==> src/rtl/core/brfd_pkg.sv <==
// ----------------------------------------------------------------------------
// brfd_pkg
// Shared types and constants for the byte-run frame decoder.
// ----------------------------------------------------------------------------
package brfd_pkg;

    localparam int unsigned FRAME_PIXELS = 64000;
    localparam logic [16:0] FRAME_PIXELS_W = 17'(FRAME_PIXELS);

    localparam int unsigned QUEUE_DEPTH = 4;
    localparam int unsigned QUEUE_PTR_W = $clog2(QUEUE_DEPTH);
    localparam int unsigned QUEUE_CNT_W = $clog2(QUEUE_DEPTH + 1);

    typedef struct packed {
        logic [7:0] code_byte;
        logic       chunk_start;
    } t_in_req;

    typedef struct packed {
        logic [15:0] write_addr;
        logic [7:0]  pixel_value;
        logic [6:0]  run_len;
        logic        frame_done;
    } t_out_req;

    typedef enum logic [2:0] {
        PH_PACKETS,
        PH_COUNT,
        PH_LITERAL,
        PH_REPEAT,
        PH_DONE
    } t_phase;

    // restart: first command after a chunk start, back end restarts at zero
    // frame_end: end code, no pixels written
    typedef struct packed {
        logic       restart;
        logic       frame_end;
        logic [7:0] value;
        logic [6:0] len;
    } t_cmd;

endpackage

==> src/rtl/core/brfd_front.sv <==
// ----------------------------------------------------------------------------
// brfd_front
// Parses code bytes into packets and pushes write commands to the queue.
// ----------------------------------------------------------------------------
module brfd_front (
    input  logic             i_clk,
    input  logic             i_rst_n,
    input  logic             i_in_valid,
    output logic             o_in_ready,
    input  brfd_pkg::t_in_req i_in_req,
    input  logic             i_q_full,
    output logic             o_push,
    output brfd_pkg::t_cmd   o_cmd
);
    import brfd_pkg::*;

    t_phase     r_phase, n_phase, cur_phase;
    logic [7:0] r_packets_left, n_packets_left, cur_packets;
    logic [6:0] r_literal_left, n_literal_left;
    logic [6:0] r_repeat_len, n_repeat_len;
    logic       r_restart_pend, n_restart_pend;
    logic       accept;
    logic [7:0] b;

    assign o_in_ready = !i_q_full;
    assign accept     = i_in_valid && o_in_ready;
    assign b          = i_in_req.code_byte;
    assign cur_phase  = i_in_req.chunk_start ? PH_PACKETS : r_phase;
    assign cur_packets = i_in_req.chunk_start ? 8'd0 : r_packets_left;

    // next state
    always_comb begin
        n_phase = r_phase;
        if (accept) begin
            unique case (cur_phase)
                PH_PACKETS: n_phase = (b != 8'd0) ? PH_COUNT : PH_PACKETS;
                PH_COUNT: begin
                    if (b == 8'd0) begin
                        n_phase = PH_DONE;
                    end else if (b[7]) begin
                        n_phase = PH_LITERAL;
                    end else begin
                        n_phase = PH_REPEAT;
                    end
                end
                PH_LITERAL: begin
                    if (r_literal_left == 7'd0) begin
                        n_phase = (cur_packets != 8'd0) ? PH_COUNT : PH_PACKETS;
                    end
                end
                PH_REPEAT: n_phase = (cur_packets != 8'd0) ? PH_COUNT : PH_PACKETS;
                PH_DONE:   n_phase = PH_DONE;
                default:   n_phase = PH_DONE;
            endcase
        end
    end

    // outputs and counters
    always_comb begin
        n_packets_left = r_packets_left;
        n_literal_left = r_literal_left;
        n_repeat_len   = r_repeat_len;
        o_push         = 1'b0;
        o_cmd          = '0;
        if (accept) begin
            unique case (cur_phase)
                PH_PACKETS: n_packets_left = b;
                PH_COUNT: begin
                    n_packets_left = cur_packets - 8'd1;
                    if (b == 8'd0) begin
                        o_push          = 1'b1;
                        o_cmd.frame_end = 1'b1;
                    end else if (b[7]) begin
                        n_literal_left = ~b[6:0];
                    end else begin
                        n_repeat_len = b[6:0];
                    end
                end
                PH_LITERAL: begin
                    o_push      = 1'b1;
                    o_cmd.value = b;
                    o_cmd.len   = 7'd1;
                    if (r_literal_left != 7'd0) begin
                        n_literal_left = r_literal_left - 7'd1;
                    end
                end
                PH_REPEAT: begin
                    o_push      = 1'b1;
                    o_cmd.value = b;
                    o_cmd.len   = r_repeat_len;
                end
                PH_DONE: ;
                default: ;
            endcase
        end
        o_cmd.restart  = r_restart_pend;
        n_restart_pend = (r_restart_pend || (accept && i_in_req.chunk_start)) && !o_push;
    end

    always_ff @(posedge i_clk) begin
        if (!i_rst_n) begin
            r_phase        <= PH_PACKETS;
            r_packets_left <= '0;
            r_literal_left <= '0;
            r_repeat_len   <= '0;
            r_restart_pend <= 1'b0;
        end else begin
            r_phase        <= n_phase;
            r_packets_left <= n_packets_left;
            r_literal_left <= n_literal_left;
            r_repeat_len   <= n_repeat_len;
            r_restart_pend <= n_restart_pend;
        end
    end

    property p_no_push_from_header;
        @(posedge i_clk) disable iff (!i_rst_n)
        (accept && cur_phase == PH_PACKETS) |-> !o_push;
    endproperty
    a_no_push_from_header: assert property (p_no_push_from_header)
        else $error("push on packet count byte");

    property p_restart_clears;
        @(posedge i_clk) disable iff (!i_rst_n)
        (accept && i_in_req.chunk_start) |=> (r_restart_pend && r_phase != PH_DONE);
    endproperty
    a_restart_clears: assert property (p_restart_clears)
        else $error("chunk start not recorded");

    property p_end_code;
        @(posedge i_clk) disable iff (!i_rst_n)
        (o_push && o_cmd.frame_end) |=> (r_phase == PH_DONE);
    endproperty
    a_end_code: assert property (p_end_code)
        else $error("end code did not finish frame");

endmodule

==> src/rtl/core/brfd_queue.sv <==
// ----------------------------------------------------------------------------
// brfd_queue
// Short command queue between the parser and the write generator.
// ----------------------------------------------------------------------------
module brfd_queue (
    input  logic           i_clk,
    input  logic           i_rst_n,
    input  logic           i_push,
    input  brfd_pkg::t_cmd i_cmd,
    output logic           o_full,
    input  logic           i_pop,
    output logic           o_empty,
    output brfd_pkg::t_cmd o_cmd
);
    import brfd_pkg::*;

    t_cmd                   r_mem [QUEUE_DEPTH];
    logic [QUEUE_PTR_W-1:0] r_wr_ptr, r_rd_ptr;
    logic [QUEUE_CNT_W-1:0] r_count;
    logic                   do_push, do_pop;

    assign o_full  = (r_count == QUEUE_CNT_W'(QUEUE_DEPTH));
    assign o_empty = (r_count == '0);
    assign o_cmd   = r_mem[r_rd_ptr];
    assign do_push = i_push && !o_full;
    assign do_pop  = i_pop && !o_empty;

    always_ff @(posedge i_clk) begin
        if (do_push) begin
            r_mem[r_wr_ptr] <= i_cmd;
        end
    end

    always_ff @(posedge i_clk) begin
        if (!i_rst_n) begin
            r_wr_ptr <= '0;
            r_rd_ptr <= '0;
            r_count  <= '0;
        end else begin
            if (do_push) begin
                r_wr_ptr <= r_wr_ptr + QUEUE_PTR_W'(1);
            end
            if (do_pop) begin
                r_rd_ptr <= r_rd_ptr + QUEUE_PTR_W'(1);
            end
            r_count <= r_count + QUEUE_CNT_W'(do_push) - QUEUE_CNT_W'(do_pop);
        end
    end

    property p_no_overflow;
        @(posedge i_clk) disable iff (!i_rst_n)
        !(i_push && o_full);
    endproperty
    a_no_overflow: assert property (p_no_overflow)
        else $error("queue overflow");

    property p_no_underflow;
        @(posedge i_clk) disable iff (!i_rst_n)
        !(i_pop && o_empty);
    endproperty
    a_no_underflow: assert property (p_no_underflow)
        else $error("queue underflow");

    property p_count_range;
        @(posedge i_clk) disable iff (!i_rst_n)
        r_count <= QUEUE_CNT_W'(QUEUE_DEPTH);
    endproperty
    a_count_range: assert property (p_count_range)
        else $error("queue count out of range");

endmodule

==> src/rtl/core/brfd_back.sv <==
// ----------------------------------------------------------------------------
// brfd_back
// Tracks the frame address, clips runs at the frame end, registers writes.
// ----------------------------------------------------------------------------
module brfd_back (
    input  logic              i_clk,
    input  logic              i_rst_n,
    input  logic              i_q_empty,
    input  brfd_pkg::t_cmd    i_cmd,
    output logic              o_pop,
    output logic              o_out_valid,
    input  logic              i_out_ready,
    output brfd_pkg::t_out_req o_out_req
);
    import brfd_pkg::*;

    logic [15:0] r_addr, n_addr, eff_addr;
    logic        r_done, n_done, eff_done;
    logic        r_out_valid;
    t_out_req    r_out;
    logic        slot_free, drop;
    logic [16:0] room, sum;
    logic [6:0]  n_len;
    logic        hit_end;

    assign slot_free = !r_out_valid || i_out_ready;
    assign o_pop     = !i_q_empty && slot_free;
    assign eff_addr  = i_cmd.restart ? 16'd0 : r_addr;
    assign eff_done  = i_cmd.restart ? 1'b0 : r_done;
    assign drop      = eff_done;

    always_comb begin
        room    = ({1'b0, eff_addr} < FRAME_PIXELS_W) ? (FRAME_PIXELS_W - {1'b0, eff_addr})
                                                      : 17'd0;
        n_len   = (room < {10'd0, i_cmd.len}) ? room[6:0] : i_cmd.len;
        sum     = {1'b0, eff_addr} + {10'd0, n_len};
        hit_end = i_cmd.frame_end || (sum >= FRAME_PIXELS_W);
        n_addr  = r_addr;
        n_done  = r_done;
        if (o_pop) begin
            n_addr = eff_addr;
            n_done = eff_done;
            if (!drop) begin
                n_addr = sum[15:0];
                n_done = hit_end;
            end
        end
    end

    always_ff @(posedge i_clk) begin
        if (!i_rst_n) begin
            r_addr      <= '0;
            r_done      <= 1'b0;
            r_out_valid <= 1'b0;
        end else begin
            r_addr <= n_addr;
            r_done <= n_done;
            if (o_pop && !drop) begin
                r_out_valid <= 1'b1;
            end else if (i_out_ready) begin
                r_out_valid <= 1'b0;
            end
        end
    end

    always_ff @(posedge i_clk) begin
        if (o_pop && !drop) begin
            r_out.write_addr  <= eff_addr;
            r_out.pixel_value <= i_cmd.value;
            r_out.run_len     <= n_len;
            r_out.frame_done  <= hit_end;
        end
    end

    assign o_out_valid = r_out_valid;
    assign o_out_req   = r_out;

    property p_addr_bound;
        @(posedge i_clk) disable iff (!i_rst_n)
        {1'b0, r_addr} <= FRAME_PIXELS_W;
    endproperty
    a_addr_bound: assert property (p_addr_bound)
        else $error("address past frame end");

    property p_empty_write_ends;
        @(posedge i_clk) disable iff (!i_rst_n)
        (r_out_valid && r_out.run_len == 7'd0) |-> r_out.frame_done;
    endproperty
    a_empty_write_ends: assert property (p_empty_write_ends)
        else $error("zero length write without frame end");

    property p_done_sticky;
        @(posedge i_clk) disable iff (!i_rst_n)
        (r_done && !(o_pop && i_cmd.restart)) |=> r_done;
    endproperty
    a_done_sticky: assert property (p_done_sticky)
        else $error("frame end cleared without restart");

endmodule

==> src/rtl/core/byte_run_frame_decoder.sv <==
// ----------------------------------------------------------------------------
// byte_run_frame_decoder
// Byte-run frame decoder: code bytes in, pixel write requests out.
//
//   channel  direction  handshake             payload
//   in       input      i_in_valid/o_in_ready  i_in_req  (t_in_req)
//   out      output     o_out_valid/i_out_ready o_out_req (t_out_req)
//
// One code byte per cycle sustained while the queue has room; a write request
// passes from the parser through the four-entry queue into the output register.
// Synchronous active-low reset returns to "expect packet count", address 0.
// Input stalls only when the queue is full; the output register holds a
// request until taken while parsing continues into the queue.
// ----------------------------------------------------------------------------
module byte_run_frame_decoder (
    input  logic               i_clk,
    input  logic               i_rst_n,
    input  logic               i_in_valid,
    output logic               o_in_ready,
    input  brfd_pkg::t_in_req  i_in_req,
    output logic               o_out_valid,
    input  logic               i_out_ready,
    output brfd_pkg::t_out_req o_out_req
);
    import brfd_pkg::*;

    logic q_push, q_full, q_pop, q_empty;
    t_cmd push_cmd, head_cmd;

    brfd_front u_front (
        .i_clk      (i_clk),
        .i_rst_n    (i_rst_n),
        .i_in_valid (i_in_valid),
        .o_in_ready (o_in_ready),
        .i_in_req   (i_in_req),
        .i_q_full   (q_full),
        .o_push     (q_push),
        .o_cmd      (push_cmd)
    );

    brfd_queue u_queue (
        .i_clk   (i_clk),
        .i_rst_n (i_rst_n),
        .i_push  (q_push),
        .i_cmd   (push_cmd),
        .o_full  (q_full),
        .i_pop   (q_pop),
        .o_empty (q_empty),
        .o_cmd   (head_cmd)
    );

    brfd_back u_back (
        .i_clk       (i_clk),
        .i_rst_n     (i_rst_n),
        .i_q_empty   (q_empty),
        .i_cmd       (head_cmd),
        .o_pop       (q_pop),
        .o_out_valid (o_out_valid),
        .i_out_ready (i_out_ready),
        .o_out_req   (o_out_req)
    );

endmodule

==> config.mk <==
export PLATFORM = sky130hd
export DESIGN_NAME = byte_run_frame_decoder
export DESIGN_NICKNAME = d
export VERILOG_FILES = /design/src/rtl/core/brfd_pkg.sv /design/src/rtl/core/brfd_front.sv /design/src/rtl/core/brfd_queue.sv /design/src/rtl/core/brfd_back.sv /design/src/rtl/core/byte_run_frame_decoder.sv
export SDC_FILE = /design/constraint.sdc
export NUM_CORES = 1
export LEC_CHECK = 0
export BUFFER_PORTS_ARGS = -buffer_cell sky130_fd_sc_hd__buf_2
export CORE_UTILIZATION = 40
export DETAILED_ROUTE_END_ITERATION = 7
export GPL_TIMING_DRIVEN = 1
export PLACE_DENSITY = 0.59
export SLEW_MARGIN = 20
export SYNTH_ARGS = -nofsm -noshare
export SYNTH_HDL_FRONTEND = slang
export SYNTH_SLANG_ARGS = --single-unit
==> constraint.sdc <==
create_clock -name i_clk -period 7.96 [get_ports i_clk]
set_clock_uncertainty 0.05 [all_clocks]
set_input_delay 0.398 -clock i_clk [delete_from_list [all_inputs] [get_ports i_clk]]
set_output_delay 0.398 -clock i_clk [all_outputs]
set_load 0.01 [all_outputs]
==> reports/qor.csv, run 1 <==
stage,metric,value,unit
status,status,finished clean,
drt,Via density,5.57,
logic_synthesis,Synthesized Nets,694,
timing,Fin Setup TNS,0,ns
logic_synthesis,Synth top cells by count,"100 x edfxtp_1, 53 x dfxtp_1, 47 x nand2_1",
worst_hold_path,min-delay worst type,in2reg,
pwr,Pleak,0.00328,uW
timing,Pins Over Slew Limit,0,
logic_synthesis,synthesis-stage register bit count,153,
timing,unrepaired setup endpoints after global routing,false,
timing,setup violators final,0,
setup_path,Max stage delay on crit path,0.73,ns
floorplan,placeable core region,0.0187,sq mm
logic_synthesis,post-synth top area cell,edfxtp_1,
floorplan,Core Rows,50,
global_route,gr usage total,17.6,%
drt,routed vias,5247,
setup_path,Slowest cell on crit path,or4_1,
floorplan,Die Span Y,140,um
global_route,grt total ovfl,0,
flow_run,MaxCap Viol Count,0,
placement,I/O Buffers,46,
floorplan,chip width,140,um
logic_synthesis,"FFs w/ async S/R, synth",0,%
logic_synthesis,syn avg cell area,11.6,sq um
setup_path,Startpoint Class,register,
clock_network,Clock transition at path regs,0.07,ns
logic_synthesis,Yosys cell types,72,
logic_synthesis,most common cell in the netlist,edfxtp_1,
drt,DRC viols,0,
setup_path,required time of the critical path,8.09,ns
final_layout,final instance area,0.00866,sq mm
clock_network,Resized Gates After CTS,0,
pwr,VDD IR-drop max,0.151,mV
clock_network,"Setup Fix Bufs, Post-CTS",0,
floorplan,Die Area,0.0196,sq mm
setup_path,Crit path top cell by count,ha_1,
timing,fin crit period,6.81,ns
timing,Final Hold Viols,0,
logic_synthesis,synthesized area,0.00762,sq mm
drt,Initial DRC Count,307,
placement,DP Wirelength,11000,um
setup_path,CP endpoint kind,register,
logic_synthesis,Ys Warns,0,
clock_network,TritonCTS Buffers,17,
timing,fin crit share,85.5,%
drt,total routed wirelength,16400,um
setup_path,critical path type,reg2reg,
clock_network,Longest Clk Path Bufs,2,
global_route,initial antenna violation count,0,
global_route,first-pass GRT wire length,26500,um
clock_network,clock root cell,clkbuf_16,
pwr,pwr dens,350,mW/mm^2
global_route,vias in the first global route,5141,
timing,Slew @ Worst Pin,1.03,ns
logic_synthesis,Synth Flop Type,edfxtp_1,
logic_synthesis,share of Yosys cell area claimed by the top area cell type,39.4,%
logic_synthesis,"EDFF count, synth",100,
clock_network,clock latency on the worst-skew pair,0.43,ns
final_layout,layout cells sized above 1,16.8,%
clock_network,Post-CTS Hold Buffers,0,
final_layout,Final #Nets,734,
floorplan,io pins,47,
logic_synthesis,Synth Instances,655,
drt,DR pass1 iterations,5,
setup_path,Critical Path Fanout Max,18,
final_layout,Layout area overhead,13.7,%
timing,Slew headroom,30.9,%
setup_path,crit path DAT,6.93,ns
final_layout,Final Util,46.3,%
clock_network,CTS tree,done,
final_layout,# diodes,0,
global_route,pin count of the biggest net entering global routing,55,
placement,Area after DPL,0.00805,sq mm
final_layout,fill count,1678,
drt,antenna-violating nets left,0,
placement,Final GP Congestion,0.852,
timing,f_max,0.147,GHz
floorplan,Initial Util,40.7,%
clock_network,H-tree lvl count,4,
setup_path,crit path cell chain,buf_4 -> mux2_2 -> nand2_1 -> ha_1 -> nor2_1 -> nor4b_1 -> or4_1 -> and2_1 -> ha_1 -> inv_1 -> o21bai_1 -> a211o_1 -> a41o_4 -> a221o_1 -> ha_1 -> fa_1 -> a211oi_1 -> o21ai_0 -> nand3_1 -> a2111oi_0 -> nor3_1 -> o21bai_1,
logic_synthesis,"Seq/Total Area, Yosys",53.4,%
logic_synthesis,Synth area leaders,"edfxtp_1 39%, dfxtp_1 14%, mux4_2 4.1%, ha_1 3.9%, nor2b_1 2.7%",
drt,WL per Instance,17.4,um
clock_network,CTS Sinks,153,
==> critical path, delay by kind of cell (launching register included) <==
kind            cells  cell delay (ns)
buf+inv             2             0.39
flops               1             0.31
simple gates        7             1.92
compound gates      8             2.01
fa+ha+maj           4             1.41
mux                 1             0.46
==> registers in the layout, summed over array words and instances, names as in the netlist, named ones only <==
register / count
u_back.o_out_req: 32
u_back.o_out_valid: 1
u_back.r_addr: 16
u_back.r_done: 1
u_front.r_literal_left: 7
u_front.r_packets_left: 8
u_front.r_phase: 3
u_front.r_repeat_len: 7
u_front.r_restart_pend: 1
u_queue.r_count: 3
u_queue.r_mem: 68
u_queue.r_rd_ptr: 2
u_queue.r_wr_ptr: 2
==> placed cells by master, fill, tap and decap left out, drive strengths merged, types with 9 or more instances in the layout <==
cell,count
nand2,47
ha,24
and2,28
clkbuf,17
a21oi,26
nor2b,33
nand2b,12
inv,40
dfxtp,53
mux2i,14
a21boi,15
buf,53
mux4,17
edfxtp,100
o21ai,33
nand3,11
nor3,15
or4,11
and3,9
nor2,25
xnor2,13
==> power by group <==
group	internal, uW	total (uW)	switching, uW
Combinational	458	1120	663
Clock	476	831	356
Sequential	1020	1080	62.8
==> metrics by stage <==
| step | total power (uW) | hold WS [ns] | setup slack (ns) | cells |
|---|---|---|---|---|
| 6_report | 3030 | 0.258 | 1.15 | 942 |
| 3_5_place_dp | 2220 | 0.436 | 1.20 | 910 |
| 2_1_floorplan | 1910 | 0.402 | 2.24 | 655 |
| 3_3_place_gp | 2210 | 0.416 | 1.37 | 910 |
| 5_1_grt | 3230 | 0.267 | 0.606 | 942 |
| 4_1_cts | 3070 | 0.251 | 1.18 | 942 |
==> routing by layer <==
layer	share of wire (%)	GRT usage, %	routed length (um)	vias to the layer above
met5	0	0	0	-
met4	2.0	7.87	333	0
met3	4.5	4.21	744	24
met2	49	29.2	7950	137
met1	45	22.0	7340	2556
li1	-	-	-	2530
==> cell type report <==
type / count / area (sq um) / area share (%)
multi-input cells: 439 / 3300 / 38.1
inverters: 31 / 116 / 1.34
clock inverters: 15 / 184 / 2.12
clock buffers: 17 / 425 / 4.91
repair buffers: 53 / 283 / 3.26
flip-flops and latches: 153 / 4060 / 46.9
well taps: 234 / 293 / 3.38
==> worst paths after layout <==
path | start | to | slack, ns | depth (start not counted)
max | register | u_back.o_out_req[0] | 1.15 | 22
min | i_out_ready | u_back.o_out_valid | 0.26 | 3
max reg2reg | register | u_back.o_out_req[0] | 1.15 | 22
min reg2reg | u_front.r_literal_left[5] | u_front.r_literal_left[5] | 0.45 | 2
==> kinds of logic (layout without fill, tap and decap cells) <==
| logic type | after synthesis | count (layout) | synth area share [%] |
|---|---|---|---|
| buffers and inverters | 63 | 116 | 3.45 |
| multiplexers | 34 | 34 | 7.46 |
| AO/OA/AOI/OAI | 141 | 141 | 12.9 |
| adder cells (fa/ha/maj) | 26 | 26 | 4.47 |
| AND/OR/NAND/NOR | 222 | 222 | 16.6 |
| flip-flops | 153 | 153 | 53.4 |
| XOR/XNOR | 16 | 16 | 1.84 |
Note: power is estimated with default switching activity, not from simulation.
==> run 2, diff against run 1 <==
--- a/config.mk
+++ b/config.mk
@@ -6,10 +6,10 @@
 export NUM_CORES = 1
 export LEC_CHECK = 0
 export BUFFER_PORTS_ARGS = -buffer_cell sky130_fd_sc_hd__buf_2
-export CORE_UTILIZATION = 40
+export CORE_UTILIZATION = 46
 export DETAILED_ROUTE_END_ITERATION = 7
 export GPL_TIMING_DRIVEN = 1
-export PLACE_DENSITY = 0.59
+export PLACE_DENSITY = 0.66
 export SLEW_MARGIN = 20
 export SYNTH_ARGS = -nofsm -noshare
 export SYNTH_HDL_FRONTEND = slang
==> run 2 against run 1 <==
Wire length decreased by 1.2%. Via count increased by 2.3%. Sequential share of layout area increased by 0.21 points. Sequential cell count unchanged. Hold slack improved by 0.020 ns. First-iteration DRC count increased by 37%. Combinational power about the same. Critical endpoint unchanged. Largest power group unchanged.
==> reports/qor.csv, run 2 (synthesis results as in run 1) <==
stage,metric,value,unit,change
setup_path,crit-path leading delay family,compound AO/OA/AOI/OAI gates,,
timing,Slew @ Worst Pin,0.987,ns,-0.0418 ns
drt,Via density,5.80,,+4.1%
flow_run,MaxCap Viol Count,0,,unchanged
final_layout,"commonest non-fill, non-tap cells in the layout","100 x edfxtp_1, 53 x dfxtp_1, 47 x nand2_1",,
floorplan,io pins,47,,unchanged
setup_path,Startpoint Class,register,,
final_layout,"most common cell after layout, fill and taps aside",edfxtp_1,,
final_layout,layout cells sized above 1,16.4,%,-0.45 points
clock_network,Post-CTS Hold Buffers,0,,unchanged
pwr,pwr dens,349,mW/mm^2,-0.29%
clock_network,CTS tree,done,,
setup_path,crit path DAT,7.24,ns,+0.31 ns
setup_path,required time of the critical path,8.08,ns,about the same
final_layout,Largest Register,u_queue.r_mem,,
pwr,VDD IR-drop max,0.170,mV,+12%
pwr,Pleak,0.00327,uW,-0.34%
setup_path,R2R setup slack,0.85,ns,-0.31 ns
clock_network,TritonCTS Buffers,17,,unchanged
setup_path,Worst Path Buf+Inv,1,,-1
final_layout,Layout area overhead,13.2,%,
global_route,first-pass GRT wire length,26500,um,-0.21%
clock_network,Clock transition at path regs,0.06,ns,about the same
timing,Pins Over Slew Limit,0,,unchanged
global_route,initial antenna violation count,0,,unchanged
timing,hold_ws,0.279,ns,+0.0201 ns
drt,DRC viols,0,,unchanged
placement,Final GP Congestion,0.881,,+3.5%
setup_path,crit path cell chain,buf_4 -> mux2_2 -> nand2_1 -> ha_1 -> nor2_1 -> nor4b_1 -> nor4_1 -> nor3_1 -> ha_1 -> o21ai_0 -> nor2_1 -> a211o_1 -> a41o_4 -> a221o_1 -> ha_1 -> fa_1 -> a211oi_1 -> o21ai_0 -> nand3_1 -> a2111oi_0 -> nor3_1 -> o21bai_1,,
floorplan,placeable core region,0.0160,sq mm,-14%
final_layout,Final #Nets,735,,+0.14%
drt,total routed wirelength,16200,um,-1.2%
drt,wire length on met2,7790,um,-1.9%
floorplan,Die Area,0.0171,sq mm,-13%
drt,Initial DRC Count,420,,+37%
drt,M1 WL,7260,um,-1.2%
timing,unrepaired setup endpoints after global routing,false,,
clock_network,clock latency on the worst-skew pair,0.43,ns,about the same
global_route,vias in the first global route,5240,,+1.9%
timing,fin crit period,7.11,ns,+0.306 ns
global_route,gr usage total,20.6,%,+2.9 points
drt,WL per Instance,17.5,um,+0.62%
clock_network,"Setup Fix Bufs, Post-CTS",0,,unchanged
drt,Top Layer Used,met4,,
global_route,pin count of the biggest net entering global routing,55,,unchanged
timing,Fin Setup TNS,0,ns,unchanged
placement,I/O Buffers,46,,unchanged
final_layout,max reg flops,68,,unchanged
floorplan,Initial Util,47.6,%,+6.9 points
drt,antenna-violating nets left,0,,unchanged
status,status,finished clean,,
clock_network,Resized Gates After CTS,0,,unchanged
setup_path,CP endpoint kind,register,,
worst_hold_path,min-delay worst type,in2reg,,
clock_network,H-tree lvl count,4,,unchanged
clock_network,CTS Sinks,153,,unchanged
setup_path,Crit path top cell by count,ha_1,,
final_layout,# diodes,0,,unchanged
floorplan,Die Span Y,131,um,-6.7%
timing,Slew headroom,33.6,%,+2.7 points
drt,DR pass1 iterations,5,,unchanged
drt,routed vias,5366,,+2.3%
setup_path,Slowest cell on crit path,nor4_1,,
timing,fin crit share,89.4,%,+3.8 points
setup_path,Max stage delay on crit path,0.88,ns,+0.15 ns
clock_network,Longest Clk Path Bufs,2,,unchanged
clock_network,clock root cell,clkbuf_16,,
timing,f_max,0.141,GHz,-4.3%
setup_path,Critical Path Fanout Max,18,,unchanged
setup_path,critical path type,reg2reg,,
timing,setup violators final,0,,unchanged
placement,DP Wirelength,10800,um,-1.6%
floorplan,Core Rows,46,,-8.0%
drt,met3 wire len,689,um,-7.4%
timing,Final Hold Viols,0,,unchanged
floorplan,chip width,131,um,-6.7%
global_route,grt total ovfl,0,,unchanged
[run 2: power breakdown]
group	switching [uW]	internal, uW
clock network	325	481
logic	662	459
registers	64.5	1020
[run 2: area by class of cell]
class	count	area (sq um)
Fill cell	1402	7380
Multi-Input combinational cell	439	3290
Sequential cell	153	4060
Clock inverter	12	136
Tap cell	216	270
Clock buffer	20	457
Inverter	31	116
Timing Repair Buffer	54	290
[run 2: path summary, 6_finish.rpt]
| kind | startpoint | to | depth (start not counted) |
|---|---|---|---|
| worst max-delay path | register | u_back.o_out_req[0] | 22 |
| worst min-delay path | i_out_ready | u_back.o_out_valid | 3 |
| worst max register to register | register | u_back.o_out_req[0] | 22 |
| worst min register to register | u_front.r_literal_left[5] | u_front.r_literal_left[5] | 2 |
[run 2: per-layer routing]
metal	global-route usage, %	vias up
met5	0	-
met4	8.38	0
met3	5.17	39
met2	33.9	142
met1	25.9	2644
li1	-	2541
[run 2: stage by stage]
step / utilization (%) / power, uW / setup WS [ns] / std cells / area (sq um)
floorplan: - / 1910 / 2.24 / 655 / 7620
global placement: 50.2 / 2190 / 1.21 / 893 / 8030
detailed placement: 50.2 / 2210 / 0.961 / 893 / 8030
CTS: 53.9 / 3030 / 0.945 / 925 / 8620
global route: 53.9 / 3200 / 0.265 / 925 / 8620
finish: 53.9 / 3010 / 0.846 / 925 / 8620
[run 2: worst min-delay path, delay by kind of cell]
| family | cells | cell delay (ns) |
|---|---|---|
| AO/OA/AOI/OAI | 1 | 0.10 |
| buffers and inverters | 1 | 0.08 |
| AND/OR/NAND/NOR | 1 | 0.12 |
==> run 3, diff against run 2 <==
--- a/config.mk
+++ b/config.mk
@@ -7,6 +7,7 @@
 export LEC_CHECK = 0
 export BUFFER_PORTS_ARGS = -buffer_cell sky130_fd_sc_hd__buf_2
 export CORE_UTILIZATION = 46
+export CTS_BUF_LIST = sky130_fd_sc_hd__clkbuf_8
 export DETAILED_ROUTE_END_ITERATION = 7
 export GPL_TIMING_DRIVEN = 1
 export PLACE_DENSITY = 0.66
==> constraint.sdc (replaced) <==
create_clock -name i_clk -period 8.6 [get_ports i_clk]
set_clock_uncertainty 0.05 [all_clocks]
set_input_delay 0.43 -clock i_clk [delete_from_list [all_inputs] [get_ports i_clk]]
set_output_delay 0.43 -clock i_clk [all_outputs]
set_load 0.01 [all_outputs]
==> run 3 against run 2 <==
Critical path type unchanged. Global-route usage fell by 0.73 points. Final cell count fell by 0.22%. Sequential power fell by 8%. Largest power group unchanged. Maximum frequency rose by 1.7%. Critical path depth did not move. Cell area fell by 2.6%. Clock power fell by 35%. Wire length fell by 2.2%.
==> reports/qor.csv, run 3 (synthesis results as in run 1) <==
stage,metric,value,unit,change
pwr,Pleak,0.00317,uW,-2.9%
clock_network,clock latency on the worst-skew pair,0.45,ns,+0.02 ns
pwr,pwr dens,305,mW/mm^2,-13%
worst_hold_path,Worst Hold Path EP,u_back.o_out_valid,,
pwr,Comb power frac,40.4,%,+3.1 points
timing,Fin Setup TNS,0,ns,unchanged
drt,WL per Instance,17.1,um,-2.0%
clock_network,CTS Sinks,153,,unchanged
final_layout,flip-flop and latch area,0.00406,sq mm,unchanged
global_route,vias in the first global route,5144,,-1.8%
setup_path,Critical Path Fanout Max,18,,unchanged
setup_path,worst r2r path cells,22,,unchanged
drt,routed vias,5226,,-2.6%
final_layout,final instance area,0.00840,sq mm,-2.6%
drt,antenna-violating nets left,0,,unchanged
setup_path,reg2reg end,u_back.o_out_req[0],,
floorplan,Die Span Y,131,um,unchanged
pwr,Switching Share,37.0,%,+2.1 points
setup_path,critical path type,reg2reg,,
clock_network,Clock transition at path regs,0.08,ns,+0.02 ns
worst_hold_path,hold_sp,i_out_ready,,
final_layout,Multi-input gate area,0.00330,sq mm,+0.15%
global_route,pin count of the biggest net entering global routing,55,,unchanged
final_layout,"most common cell after layout, fill and taps aside",edfxtp_1,,
placement,I/O Buffers,46,,unchanged
placement,Area after DPL,0.00802,sq mm,-0.12%
status,status,finished clean,,
global_route,initial antenna violation count,0,,unchanged
timing,f_max,0.143,GHz,+1.7%
timing,Final Hold Viols,0,,unchanged
pwr,Seq pwr share,39.0,%,+3.0 points
floorplan,io pins,47,,unchanged
pwr,internal cell power,1610,uW,-18%
worst_hold_path,min-delay worst type,in2reg,,
placement,Final GP Congestion,0.891,,+1.1%
timing,unrepaired setup endpoints after global routing,false,,
global_route,grt total ovfl,0,,unchanged
floorplan,chip width,131,um,unchanged
final_layout,Layout area overhead,10.3,%,
floorplan,Initial Util,47.6,%,unchanged
final_layout,# diodes,0,,unchanged
clock_network,Longest Clk Path Bufs,2,,unchanged
setup_path,Startpoint Class,register,,
placement,DP Wirelength,10600,um,-1.4%
drt,Via density,5.66,,-2.4%
worst_hold_path,Hold Path Depth,3,,unchanged
pwr,VDD IR-drop max,0.124,mV,-27%
final_layout,Final #Nets,733,,-0.27%
clock_network,Post-CTS Hold Buffers,0,,unchanged
timing,setup violators final,0,,unchanged
clock_network,Resized Gates After CTS,0,,unchanged
drt,total routed wirelength,15800,um,-2.2%
timing,Slew headroom,28.7,%,-4.8 points
final_layout,Largest Register,u_queue.r_mem,,
global_route,first-pass GRT wire length,25600,um,-3.5%
final_layout,Final Non-Filler Cells,923,,-0.22%
clock_network,"Setup Fix Bufs, Post-CTS",0,,unchanged
floorplan,placeable core region,0.0160,sq mm,unchanged
timing,fin crit period,7.00,ns,-0.117 ns
drt,DRC viols,0,,unchanged
placement,Inst Count DP,891,,-0.22%
floorplan,Core Rows,46,,unchanged
timing,fin crit share,81.4,%,-8.0 points
setup_path,crit path DAT,7.14,ns,-0.10 ns
timing,Pins Over Slew Limit,0,,unchanged
drt,DR pass1 iterations,5,,unchanged
final_layout,fill count,1423,,+1.5%
timing,hold_ws,0.273,ns,-0.00547 ns
floorplan,Die Area,0.0171,sq mm,unchanged
global_route,gr usage total,19.9,%,-0.73 points
final_layout,max reg flops,68,,unchanged
pwr,Net Sw Power,948,uW,-9.8%
drt,Initial DRC Count,323,,-23%
clock_network,clock root cell,clkbuf_8,,
pwr,Clk network pwr share,20.6,%,-6.2 points
setup_path,R2R setup slack,1.60,ns,+0.76 ns
timing,Slew @ Worst Pin,1.06,ns,+0.0734 ns
setup_path,CP endpoint kind,register,,
clock_network,TritonCTS Buffers,17,,unchanged
final_layout,Final Util,52.5,%,-1.4 points
clock_network,CTS tree,done,,
clock_network,H-tree lvl count,4,,unchanged
setup_path,required time of the critical path,8.74,ns,+0.66 ns
final_layout,"commonest non-fill, non-tap cells in the layout","100 x edfxtp_1, 53 x dfxtp_1, 47 x nand2_1",,
final_layout,layout cells sized above 1,16.3,%,-0.095 points
flow_run,MaxCap Viol Count,0,,unchanged
## run 3: cell count changes in the layout (fill, tap and decap cells not counted), moves of 2 or more
cell / previous run / this run
clkbuf_8: 2 / 19
inv_6: 3 / 5
clkbuf_16: 17 / 0
clkinvlp_4: 4 / 2
buf_4: 8 / 6
## run 3: critical path, stage by stage (launching register included)
cell and delay (ns):
dfxtp_1 0.31, buf_4 0.33, mux2_2 0.47, nand2_1 0.14
ha_1 0.40, nor2_1 0.10, nor4b_1 0.17, nor4_1 0.85
nor3_1 0.15, ha_1 0.34, o21ai_0 0.23, nor2_1 0.13
a211o_1 0.31, a41o_4 0.29, a221o_1 0.37, ha_1 0.23
fa_1 0.43, a211oi_1 0.39, o21ai_0 0.36, nand3_1 0.23
a2111oi_0 0.09, nor3_1 0.28, o21bai_1 0.09
## run 3: through the flow
step / setup slack (ns) / total power [uW]
5_1_grt: 1.00 / 2740
2_1_floorplan: 2.88 / 1770
3_3_place_gp: 1.86 / 2020
4_1_cts: 1.69 / 2580
6_report: 1.60 / 2560
3_5_place_dp: 1.72 / 2050
## run 3: layout make-up
type	count	area share [%]
clock buffers	19	3.11
clock inverters	13	1.39
inverters	31	1.39
multi-input cells	439	39.2
flip-flops and latches	153	48.4
well taps	216	3.22
repair buffers	52	3.28
## run 3: worst max path at each step
stage	startpoint	endpoint	slack [ns]	depth (start not counted)
2_1_floorplan	register	u_back.o_out_req[0]	2.88	22
3_3_place_gp	register	u_back.o_out_req[0]	1.86	21
4_1_cts	register	u_back.o_out_req[0]	1.69	22
3_5_place_dp	register	u_back.o_out_req[0]	1.72	22
5_1_grt	register	u_back.o_out_req[0]	1.00	22
6_report	register	u_back.o_out_req[0]	1.60	22
## run 3: power groups by stage
stage | combinational (uW) | clock, uW | sequential, uW
final | 1040 | 527 | 998
after global routing | 1160 | 565 | 1020
after detailed placement | 1040 | 0 | 1010
after floorplan | 718 | 0 | 1050
after CTS | 1040 | 539 | 998
after global placement | 1010 | 0 | 1010
## run 3: layer usage
layer  vias up  part of all wire [%]  track usage (%)
met3        23                   3.9             3.79
li1       2529                     -                -
met1      2541                    45             26.1
met5         -                     0                0
met4         0                   1.7             8.18
met2       133                    49             32.3
